$ cat src/design/pdff_pkg.sv
// Package for the per-sender duplicate frame filter.
// Holds the table size, the configuration register indexes and the lookup result type.
// No dependencies.
package pdff_pkg;

  localparam int SENDER_SLOTS = 16;
  localparam int SLOT_W = (SENDER_SLOTS > 1) ? $clog2(SENDER_SLOTS) : 1;

  localparam int ADDR_W = 32;
  localparam int ID_W = 8;
  localparam int KIND_W = 8;
  localparam int CFG_INDEX_W = 8;
  localparam int CFG_DATA_W = 32;

  localparam logic [CFG_INDEX_W-1:0] CFG_OWN_ADDRESS = 8'd0;
  localparam logic [CFG_INDEX_W-1:0] CFG_CONTROL_TYPE_LIMIT = 8'd1;

  typedef struct packed {
    logic hit;
    logic same_id;
  } lookup_t;

endpackage

$ cat src/design/pdff_sender_table.sv
// One sender table of the duplicate frame filter: parallel compare lookup and store.
// A new sender takes the lowest free slot, or the slot under the round-robin pointer.
// Depends on pdff_pkg.
module pdff_sender_table (
  input  logic                      clk,
  input  logic                      rst_n,
  input  logic [pdff_pkg::ADDR_W-1:0] lookup_addr,
  input  logic [pdff_pkg::ID_W-1:0]   lookup_id,
  input  logic                      store_en,
  output pdff_pkg::lookup_t         result
);
  import pdff_pkg::*;

  logic [SENDER_SLOTS-1:0] valid_r;
  logic [ADDR_W-1:0]       sender_r [SENDER_SLOTS];
  logic [ID_W-1:0]         last_id_r [SENDER_SLOTS];
  logic [SLOT_W-1:0]       ptr_r;
  logic [SLOT_W-1:0]       ptr_nxt;

  logic [SENDER_SLOTS-1:0] hit_vec;
  logic [SENDER_SLOTS-1:0] same_vec;
  logic [SENDER_SLOTS-1:0] free_vec;
  logic [SENDER_SLOTS-1:0] first_free;
  logic [SENDER_SLOTS-1:0] ptr_vec;
  logic [SENDER_SLOTS-1:0] wr_vec;
  logic                    any_hit;
  logic                    any_free;

  always_comb begin
    for (int k = 0; k < SENDER_SLOTS; k++) begin
      hit_vec[k]  = valid_r[k] && (sender_r[k] == lookup_addr);
      same_vec[k] = hit_vec[k] && (last_id_r[k] == lookup_id);
      ptr_vec[k]  = (ptr_r == SLOT_W'(k));
    end
    free_vec   = ~valid_r;
    first_free = free_vec & (~free_vec + SENDER_SLOTS'(1));
    any_hit    = |hit_vec;
    any_free   = |free_vec;
    if (any_hit) begin
      wr_vec = hit_vec;
    end else if (any_free) begin
      wr_vec = first_free;
    end else begin
      wr_vec = ptr_vec;
    end
    if (ptr_r == SLOT_W'(SENDER_SLOTS - 1)) begin
      ptr_nxt = '0;
    end else begin
      ptr_nxt = ptr_r + SLOT_W'(1);
    end
  end

  assign result.hit     = any_hit;
  assign result.same_id = |same_vec;

  always_ff @(posedge clk) begin
    if (!rst_n) begin
      valid_r <= '0;
      ptr_r   <= '0;
    end else if (store_en) begin
      valid_r <= valid_r | wr_vec;
      if (!any_hit && !any_free) begin
        ptr_r <= ptr_nxt;
      end
    end
  end

  always_ff @(posedge clk) begin
    for (int k = 0; k < SENDER_SLOTS; k++) begin
      if (store_en && wr_vec[k]) begin
        sender_r[k]  <= lookup_addr;
        last_id_r[k] <= lookup_id;
      end
    end
  end

endmodule

$ cat src/design/per_sender_duplicate_frame_filter.sv
// Top level of the per-sender duplicate frame filter.
// Holds the configuration registers, the input and result registers and two sender tables.
// Depends on pdff_pkg and pdff_sender_table.
//
//   Channel  Signals                                                Direction
//   in       in_valid, in_ready, in_sender_address, in_frame_number,
//            in_frame_kind                                          request in
//   out      out_valid, out_ready, out_accept, out_was_control      result out
//   cfg      cfg_valid, cfg_ready, cfg_index, cfg_data              register write in
//
// One request per cycle is taken unless the result stalls, via the input and result registers.
// The lookup over all table entries and the table update happen in the cycle the
// request moves from the input register into the result register.
// A stalled result holds the input register and so in_ready low; cfg_ready is always high.
// Synchronous reset clears the table valid bits, the pointers, the config and valid registers.
module per_sender_duplicate_frame_filter (
  input  logic                              clk,
  input  logic                              rst_n,
  input  logic                              in_valid,
  output logic                              in_ready,
  input  logic [pdff_pkg::ADDR_W-1:0]       in_sender_address,
  input  logic [pdff_pkg::ID_W-1:0]         in_frame_number,
  input  logic [pdff_pkg::KIND_W-1:0]       in_frame_kind,
  output logic                              out_valid,
  input  logic                              out_ready,
  output logic                              out_accept,
  output logic                              out_was_control,
  input  logic                              cfg_valid,
  output logic                              cfg_ready,
  input  logic [pdff_pkg::CFG_INDEX_W-1:0]  cfg_index,
  input  logic [pdff_pkg::CFG_DATA_W-1:0]   cfg_data
);
  import pdff_pkg::*;

  logic [ADDR_W-1:0] own_address_r;
  logic [KIND_W-1:0] control_type_limit_r;

  logic              s1_valid_r;
  logic [ADDR_W-1:0] s1_addr_r;
  logic [ID_W-1:0]   s1_id_r;
  logic [KIND_W-1:0] s1_kind_r;

  logic              out_valid_r;
  logic              out_accept_r;
  logic              out_was_control_r;

  logic              advance;
  logic              is_ctrl;
  logic              frame_ok;
  lookup_t           ctrl_res;
  lookup_t           data_res;
  lookup_t           sel_res;

  assign cfg_ready = 1'b1;
  assign advance   = s1_valid_r && (!out_valid_r || out_ready);
  assign in_ready  = !s1_valid_r || advance;

  assign is_ctrl  = s1_kind_r < control_type_limit_r;
  assign sel_res  = is_ctrl ? ctrl_res : data_res;
  assign frame_ok = !sel_res.same_id || (is_ctrl && (s1_addr_r == own_address_r));

  pdff_sender_table u_ctrl_table (
    .clk         (clk),
    .rst_n       (rst_n),
    .lookup_addr (s1_addr_r),
    .lookup_id   (s1_id_r),
    .store_en    (advance && is_ctrl && frame_ok),
    .result      (ctrl_res)
  );

  pdff_sender_table u_data_table (
    .clk         (clk),
    .rst_n       (rst_n),
    .lookup_addr (s1_addr_r),
    .lookup_id   (s1_id_r),
    .store_en    (advance && !is_ctrl && frame_ok),
    .result      (data_res)
  );

  always_ff @(posedge clk) begin
    if (!rst_n) begin
      own_address_r        <= '0;
      control_type_limit_r <= '0;
    end else if (cfg_valid) begin
      case (cfg_index)
        CFG_OWN_ADDRESS:        own_address_r        <= cfg_data[ADDR_W-1:0];
        CFG_CONTROL_TYPE_LIMIT: control_type_limit_r <= cfg_data[KIND_W-1:0];
        default: ;
      endcase
    end
  end

  always_ff @(posedge clk) begin
    if (!rst_n) begin
      s1_valid_r  <= 1'b0;
      out_valid_r <= 1'b0;
    end else begin
      if (in_ready) begin
        s1_valid_r <= in_valid;
      end
      if (advance) begin
        out_valid_r <= 1'b1;
      end else if (out_ready) begin
        out_valid_r <= 1'b0;
      end
    end
  end

  always_ff @(posedge clk) begin
    if (in_ready && in_valid) begin
      s1_addr_r <= in_sender_address;
      s1_id_r   <= in_frame_number;
      s1_kind_r <= in_frame_kind;
    end
    if (advance) begin
      out_accept_r      <= frame_ok;
      out_was_control_r <= is_ctrl;
    end
  end

  assign out_valid       = out_valid_r;
  assign out_accept      = out_accept_r;
  assign out_was_control = out_was_control_r;

endmodule

$ cat config.mk
export PLATFORM = sky130hd
export DESIGN_NAME = per_sender_duplicate_frame_filter
export DESIGN_NICKNAME = d
export VERILOG_FILES = /design/src/design/pdff_pkg.sv /design/src/design/pdff_sender_table.sv /design/src/design/per_sender_duplicate_frame_filter.sv
export SDC_FILE = /design/constraint.sdc
export NUM_CORES = 2
export LEC_CHECK = 0
export BUFFER_PORTS_ARGS = -buffer_cell sky130_fd_sc_hd__buf_2
export CAP_MARGIN = 20
export CORE_ASPECT_RATIO = 0.75
export CORE_MARGIN = 2
export CORE_UTILIZATION = 45
export CTS_CLUSTER_SIZE = 12
export DETAILED_ROUTE_END_ITERATION = 8
export GPL_ROUTABILITY_DRIVEN = 0
export PLACE_DENSITY = 0.69
export SLEW_MARGIN = 20
export SYNTH_ARGS = -nofsm -noshare
export SYNTH_HDL_FRONTEND = slang
export SYNTH_SLANG_ARGS = --single-unit
$ cat constraint.sdc
create_clock -name clk -period 7.1 [get_ports clk]
set_input_delay 1.42 -clock clk [delete_from_list [all_inputs] [get_ports clk]]
set_output_delay 1.42 -clock clk [all_outputs]
set_load 0.01 [all_outputs]
Word-level counts from Yosys, hierarchy flattened
Memories as Yosys holds them, arrays and structs flattened. Index checks and enable logic that the tools add are counted.

Input bits: 93. Word-level logic and storage cells: 329. Output and inout bits: 5. Memories kept: 4. Bits in writable memories: 1280. Register bits after elaboration: 132.

Memory list: u_ctrl_table.sender_r (depth 16, bits a word 32, read ports 16, clocked after memory_dff 0, write ports 16, line pdff_sender_table.sv:15) `logic [ADDR_W-1:0] sender_r [SENDER_SLOTS];`; u_data_table.sender_r (depth 16, bits a word 32, read ports 16, clocked after memory_dff 0, write ports 16, line pdff_sender_table.sv:15); u_ctrl_table.last_id_r (depth 16, bits a word 8, read ports 16, clocked after memory_dff 0, write ports 16, line pdff_sender_table.sv:16) `logic [ID_W-1:0] last_id_r [SENDER_SLOTS];`; u_data_table.last_id_r (depth 16, bits a word 8, read ports 16, clocked after memory_dff 0, write ports 16, line pdff_sender_table.sv:16).

Reduce and logical (&&, ||, !) cells: 130. Add/sub/neg operators: 4. $lt $le $gt $ge: 1. Equality and inequality tests: 96. Mux-type cells: 73. Bitwise logic cells: 8.

Operator list (number): $eq A32 B32 Y1 (33); $eq A8 B8 Y1 (32); $logic_and A1 B1 Y1 (105); $reduce_or A16 Y1 (6); $mux W1 (67); $eq A4 B4 Y1 const B (16); $mux W16 (4); $not A16 Y16 (4); $add A16 B1 Y16 const B (2); $and A16 B16 Y16 (2); $eq A4 B3 Y1 const B (8); $or A16 B16 Y16 (2); $eq A4 B2 Y1 const B (4); $add A4 B1 Y4 const B (2); $eq A4 B1 Y1 const B (2); $eq A8 B1 Y1 const B (1); $logic_not A1 Y1 (8); $logic_not A4 Y1 (2); $logic_not A8 Y1 (1); $lt A8 B8 Y1 (1); $mux W4 (2); $reduce_and A2 Y1 (4); $logic_or A1 B1 Y1 (3); $reduce_bool A2 Y1 (1).

Depth between registers and ports, before layout
An unclocked memory read counts as a cell.

Depth after elaboration: 12. Mapped depth: 13. Mapped depth without buffers: 10.

By module
Synthesis repeated with hierarchy kept, for this count alone.

Cells, all modules: 4417. Area, all modules: 63698.6 um2.

Modules (own cells, without submodules): pdff_sender_table (u_ctrl_table) (seq. area each 19618.8 um2, cells each 2062, area an instance 30015.0 um2, instances 1); pdff_sender_table (u_data_table) (seq. area each 19618.8 um2, cells each 2052, area an instance 29990.0 um2, instances 1); per_sender_duplicate_frame_filter (seq. area each 2342.2 um2, cells each 303, area an instance 3693.5 um2, instances 1).

Worst setup path before layout
OpenSTA, ideal clock, no wires.

Path type: register -> register. Start: register s1_addr_r[29]. End: memory u_ctrl_table.last_id_r[15][0], in the netlist u_ctrl_table.last_id_r[1][56], enable pin. Library setup time: 451 ps. Clock period less this slack: 5056 ps. Buffers on the path: 3. Arrival time: 4605 ps. Cell stages (with the launch flop): 13. Data required time: 6649 ps. Setup slack: 2044 ps. Cells stage by stage: edfxtp_1 buf_4 buf_6 buf_6 xor2_1 a21oi_1 nand4_1 nand4b_1 nand4_1 nor4_4 nor2b_1 nand3_1 a21oi_1.

RTL lines: start: declaration (line per_sender_duplicate_frame_filter.sv:39) `logic [ADDR_W-1:0] s1_addr_r;`; start signal: assignment (line per_sender_duplicate_frame_filter.sv:111) `s1_addr_r <= in_sender_address;`; end: declaration (line pdff_sender_table.sv:16).

==> results.json <==
{
  "outcome": "finished, final reports clean",
  "rsz0062_at_grt": "no",
  "drc": 0,
  "syn_avg_cell_area_um2": 15.54,
  "die-height_um": 320.8,
  "slew_headroom_pct": 21.75,
  "leakage_nw": 20.74,
  "fin_total_pwr_mw": 17.09,
  "r2r_cells": 10,
  "hold_class": "flip-flop to flip-flop",
  "coreArea_mm2": 0.1331,
  "vdd.ir_drop.worst_mv": 0.2004,
  "cts_root_buf": "clkbuf_16",
  "reg2reg_to": "u_ctrl_table.sender_r[1][69]",
  "antenna_found_initial": 6,
  "ys_seq_area_share_pct": 69.03,
  "initial_core_util_pct": 45.25,
  "fill_cells": 10920,
  "skew_ns": 0.03074,
  "crit_arrival_ns": 5.65,
  "cts_resized": 0,
  "grt.total_usage_pct": 21.25,
  "regToRegSetupSlack_ns": 1.89,
  "dpl_cell_area_mm2": 0.06324,
  "startpoint": "s1_addr_r[11]",
  "grt_pass1_vias": 31310,
  "syn-instance-count": 3877,
  "maxCapViolCount": 0,
  "fin_ws_ns": 1.894,
  "area_growth_pct": 12.05,
  "dp_slack_ns": 1.873,
  "dr.pass1.iters": 5,
  "post-route-period-util_pct": 73.33,
  "maxSlewViolCount": 0,
  "cts_buffer_depth": 3,
  "grt_max_degree": 68,
  "synth-edff-count": 1330,
  "path_class": "flip-flop to flip-flop",
  "pwr-share-seq_pct": 53.8,
  "vias": 32420,
  "die_w_um": 426.4,
  "critPathMaxFanout": 32,
  "cts_hold_buf": 0,
  "num_rows": 116,
  "stdcell_area_mm2": 0.06749,
  "cp-endpoint": "u_ctrl_table.sender_r[1][69]",
  "endpoint_kind": "flip-flop",
  "register_area_mm2": 0.04158,
  "holdWs_ns": 0.4671,
  "synth_top_area_cell": "edfxtp_1",
  "power_density_mw_per_mm2": 253.2,
  "multi_input_area_mm2": 0.01734,
  "required_ns": 7.54,
  "cts_tree": "built",
  "routedWlPerCell_um": 24.70,
  "cts_buffers": 141,
  "p_int_mw": 13.40,
  "synth_fp_nets": 3985,
  "setup_violations": 0,
  "grt_pass1_wl_mm": 212.1,
  "dieArea_mm2": 0.1368,
  "layout.cells.non_filler": 5919,
  "cp-start-kind": "flip-flop",
  "drt_iter0_drc": 3911,
  "swShare_pct": 21.62,
  "tns_ns": 0,
  "clk_pin_slew_ns": 0.06,
  "grt-ovfl-total": 0,
  "drive_above_1_share_pct": 10.37,
  "nets": 4160,
  "period_minus_slack_ns": 5.206,
  "hold_viol": 0,
  "post_cts_buffers": 0,
  "combPwrFrac_pct": 5.7,
  "syn_area_mm2": 0.06023,
  "synth_area_leaders": "edfxtp_1 (66%), xnor2_1 (12%), xor2_1 (6.5%), dfxtp_1 (2.7%), nand4_1 (2.4%)",
  "synth_top_area_share_pct": 66.31,
  "finalWirelength_mm": 146.2,
  "synth-main-ff-cell": "edfxtp_1",
  "ant_nets": 0,
  "p_switching_mw": 3.695,
  "ys_seq_elements": 1412,
  "via_per_inst": 5.477,
  "utilization_pct": 50.71,
  "synthArstFlopShare_pct": 0,
  "dp_cells": 5677,
  "clkSinkCount": 1412,
  "yosysWarnings": 0,
  "worstMarginPinSlew_ns": 1.174,
  "power_frac_clock_pct": 40.5,
  "synth.distinct_cells": 65,
  "r2r_start": "s1_addr_r[11]",
  "max_freq_ghz": 0.1921,
  "hpwl_mm": 80.02,
  "htreeDepth": 4,
  "port_buffers": 96,
  "io_pins": 98,
  "clkLatencyLatePin_ns": 0.75
}
flip-flops by register name, summed over array words and instances, names as in the netlist:
register                count
out_valid                   1
u_data_table.sender_r     512
s1_kind_r                   8
control_type_limit_r        8
s1_valid_r                  1
own_address_r              32
s1_addr_r                  32
u_ctrl_table.ptr_r          4
u_data_table.last_id_r    128
out_accept                  1
u_ctrl_table.sender_r     512
u_ctrl_table.valid_r       16
u_data_table.ptr_r          4
u_data_table.valid_r       16
u_ctrl_table.last_id_r    128
s1_id_r                     8
out_was_control             1
cell type report:
cell class / count / area share [%]
clock inverter: 19 / 0.2132
inverter: 44 / 0.2447
timing repair buffer: 215 / 2.988
sequential: 1412 / 61.61
multi-input combinational: 2238 / 25.69
tap: 1770 / 3.281
antenna: 1 / 0.003708
clock buffer: 220 / 5.966
synthesized netlist by cell type (15+ instances only):
| cell type | n |
|---|---|
| buf_2 | 33 |
| nand4_1 | 230 |
| clkbuf_1 | 17 |
| dfxtp_1 | 82 |
| buf_4 | 70 |
| o21ai_0 | 20 |
| edfxtp_1 | 1330 |
| nor3_1 | 37 |
| ha_1 | 15 |
| xor2_1 | 449 |
| buf_6 | 62 |
| a21oi_1 | 55 |
| nor2_1 | 56 |
| xnor2_1 | 844 |
| nor4_1 | 133 |
| inv_1 | 43 |
| nand3_1 | 58 |
| nand2_1 | 152 |
| o21a_1 | 30 |
worst min path at each step:
stage                         to  depth (start not counted)               from
3_5_place_dp   own_address_r[22]                          2  own_address_r[22]
3_3_place_gp    own_address_r[7]                          2   own_address_r[7]
2_1_floorplan   own_address_r[0]                          2   own_address_r[0]
6_report       own_address_r[24]                          2  own_address_r[24]
4_1_cts        own_address_r[24]                          2  own_address_r[24]
5_1_grt         own_address_r[9]                          2   own_address_r[9]
power by group through the flow:
stage,clock (mW),sequential [mW],combinational [mW]
after floorplan,0,9.40,0.589
after global placement,0,9.37,0.963
after detailed placement,0,9.37,0.978
after CTS,7.03,9.19,0.984
after global routing,7.34,9.19,1.04
final,6.92,9.19,0.980
layout by cell type (no fill, tap or decap), types with 19 or more instances in the layout:
| cell | count |
|---|---|
| edfxtp_1 | 1330 |
| xnor2_1 | 844 |
| xor2_1 | 449 |
| nand4_1 | 230 |
| nand2_1 | 152 |
| clkbuf_16 | 148 |
| nor4_1 | 132 |
| buf_2 | 96 |
| dfxtp_1 | 82 |
| buf_4 | 72 |
| clkbuf_1 | 65 |
| nand3_1 | 58 |
| nor2_1 | 55 |
| inv_1 | 43 |
| a21oi_1 | 41 |
| buf_12 | 38 |
| nor3_1 | 37 |
| o21a_1 | 30 |
| a21oi_4 | 24 |
| o21ai_0 | 19 |
worst max-delay path, stage by stage (launching register included):
cell       delay, ns
edfxtp_1        0.92
buf_4           0.35
xnor2_1         0.15
nand4_1         0.12
nor4_2          0.10
nand4b_1        0.37
o2111ai_1       0.34
o41ai_2         0.64
nand3_4         0.54
a21oi_4         0.98
buf_4           0.34
metal layers:
layer	share of wire, %	vias up	track usage [%]
li1	-	14470	-
met1	46	16420	32.70
met2	43	1339	30.16
met3	9.4	183	4.487
met4	2.1	2	6.156
met5	0.0082	-	0
cells by family after synthesis:
kind of cell | after synthesis | synth area share (%)
other cells | 1 | 0.006226
xor+xnor | 1293 | 18.80
simple gates | 738 | 6.868
flops | 1412 | 69.03
mux | 11 | 0.1828
fa+ha+maj | 15 | 0.3116
compound gates | 180 | 2.096
buf+inv | 227 | 2.698
(Power assumes the default switching activity.)
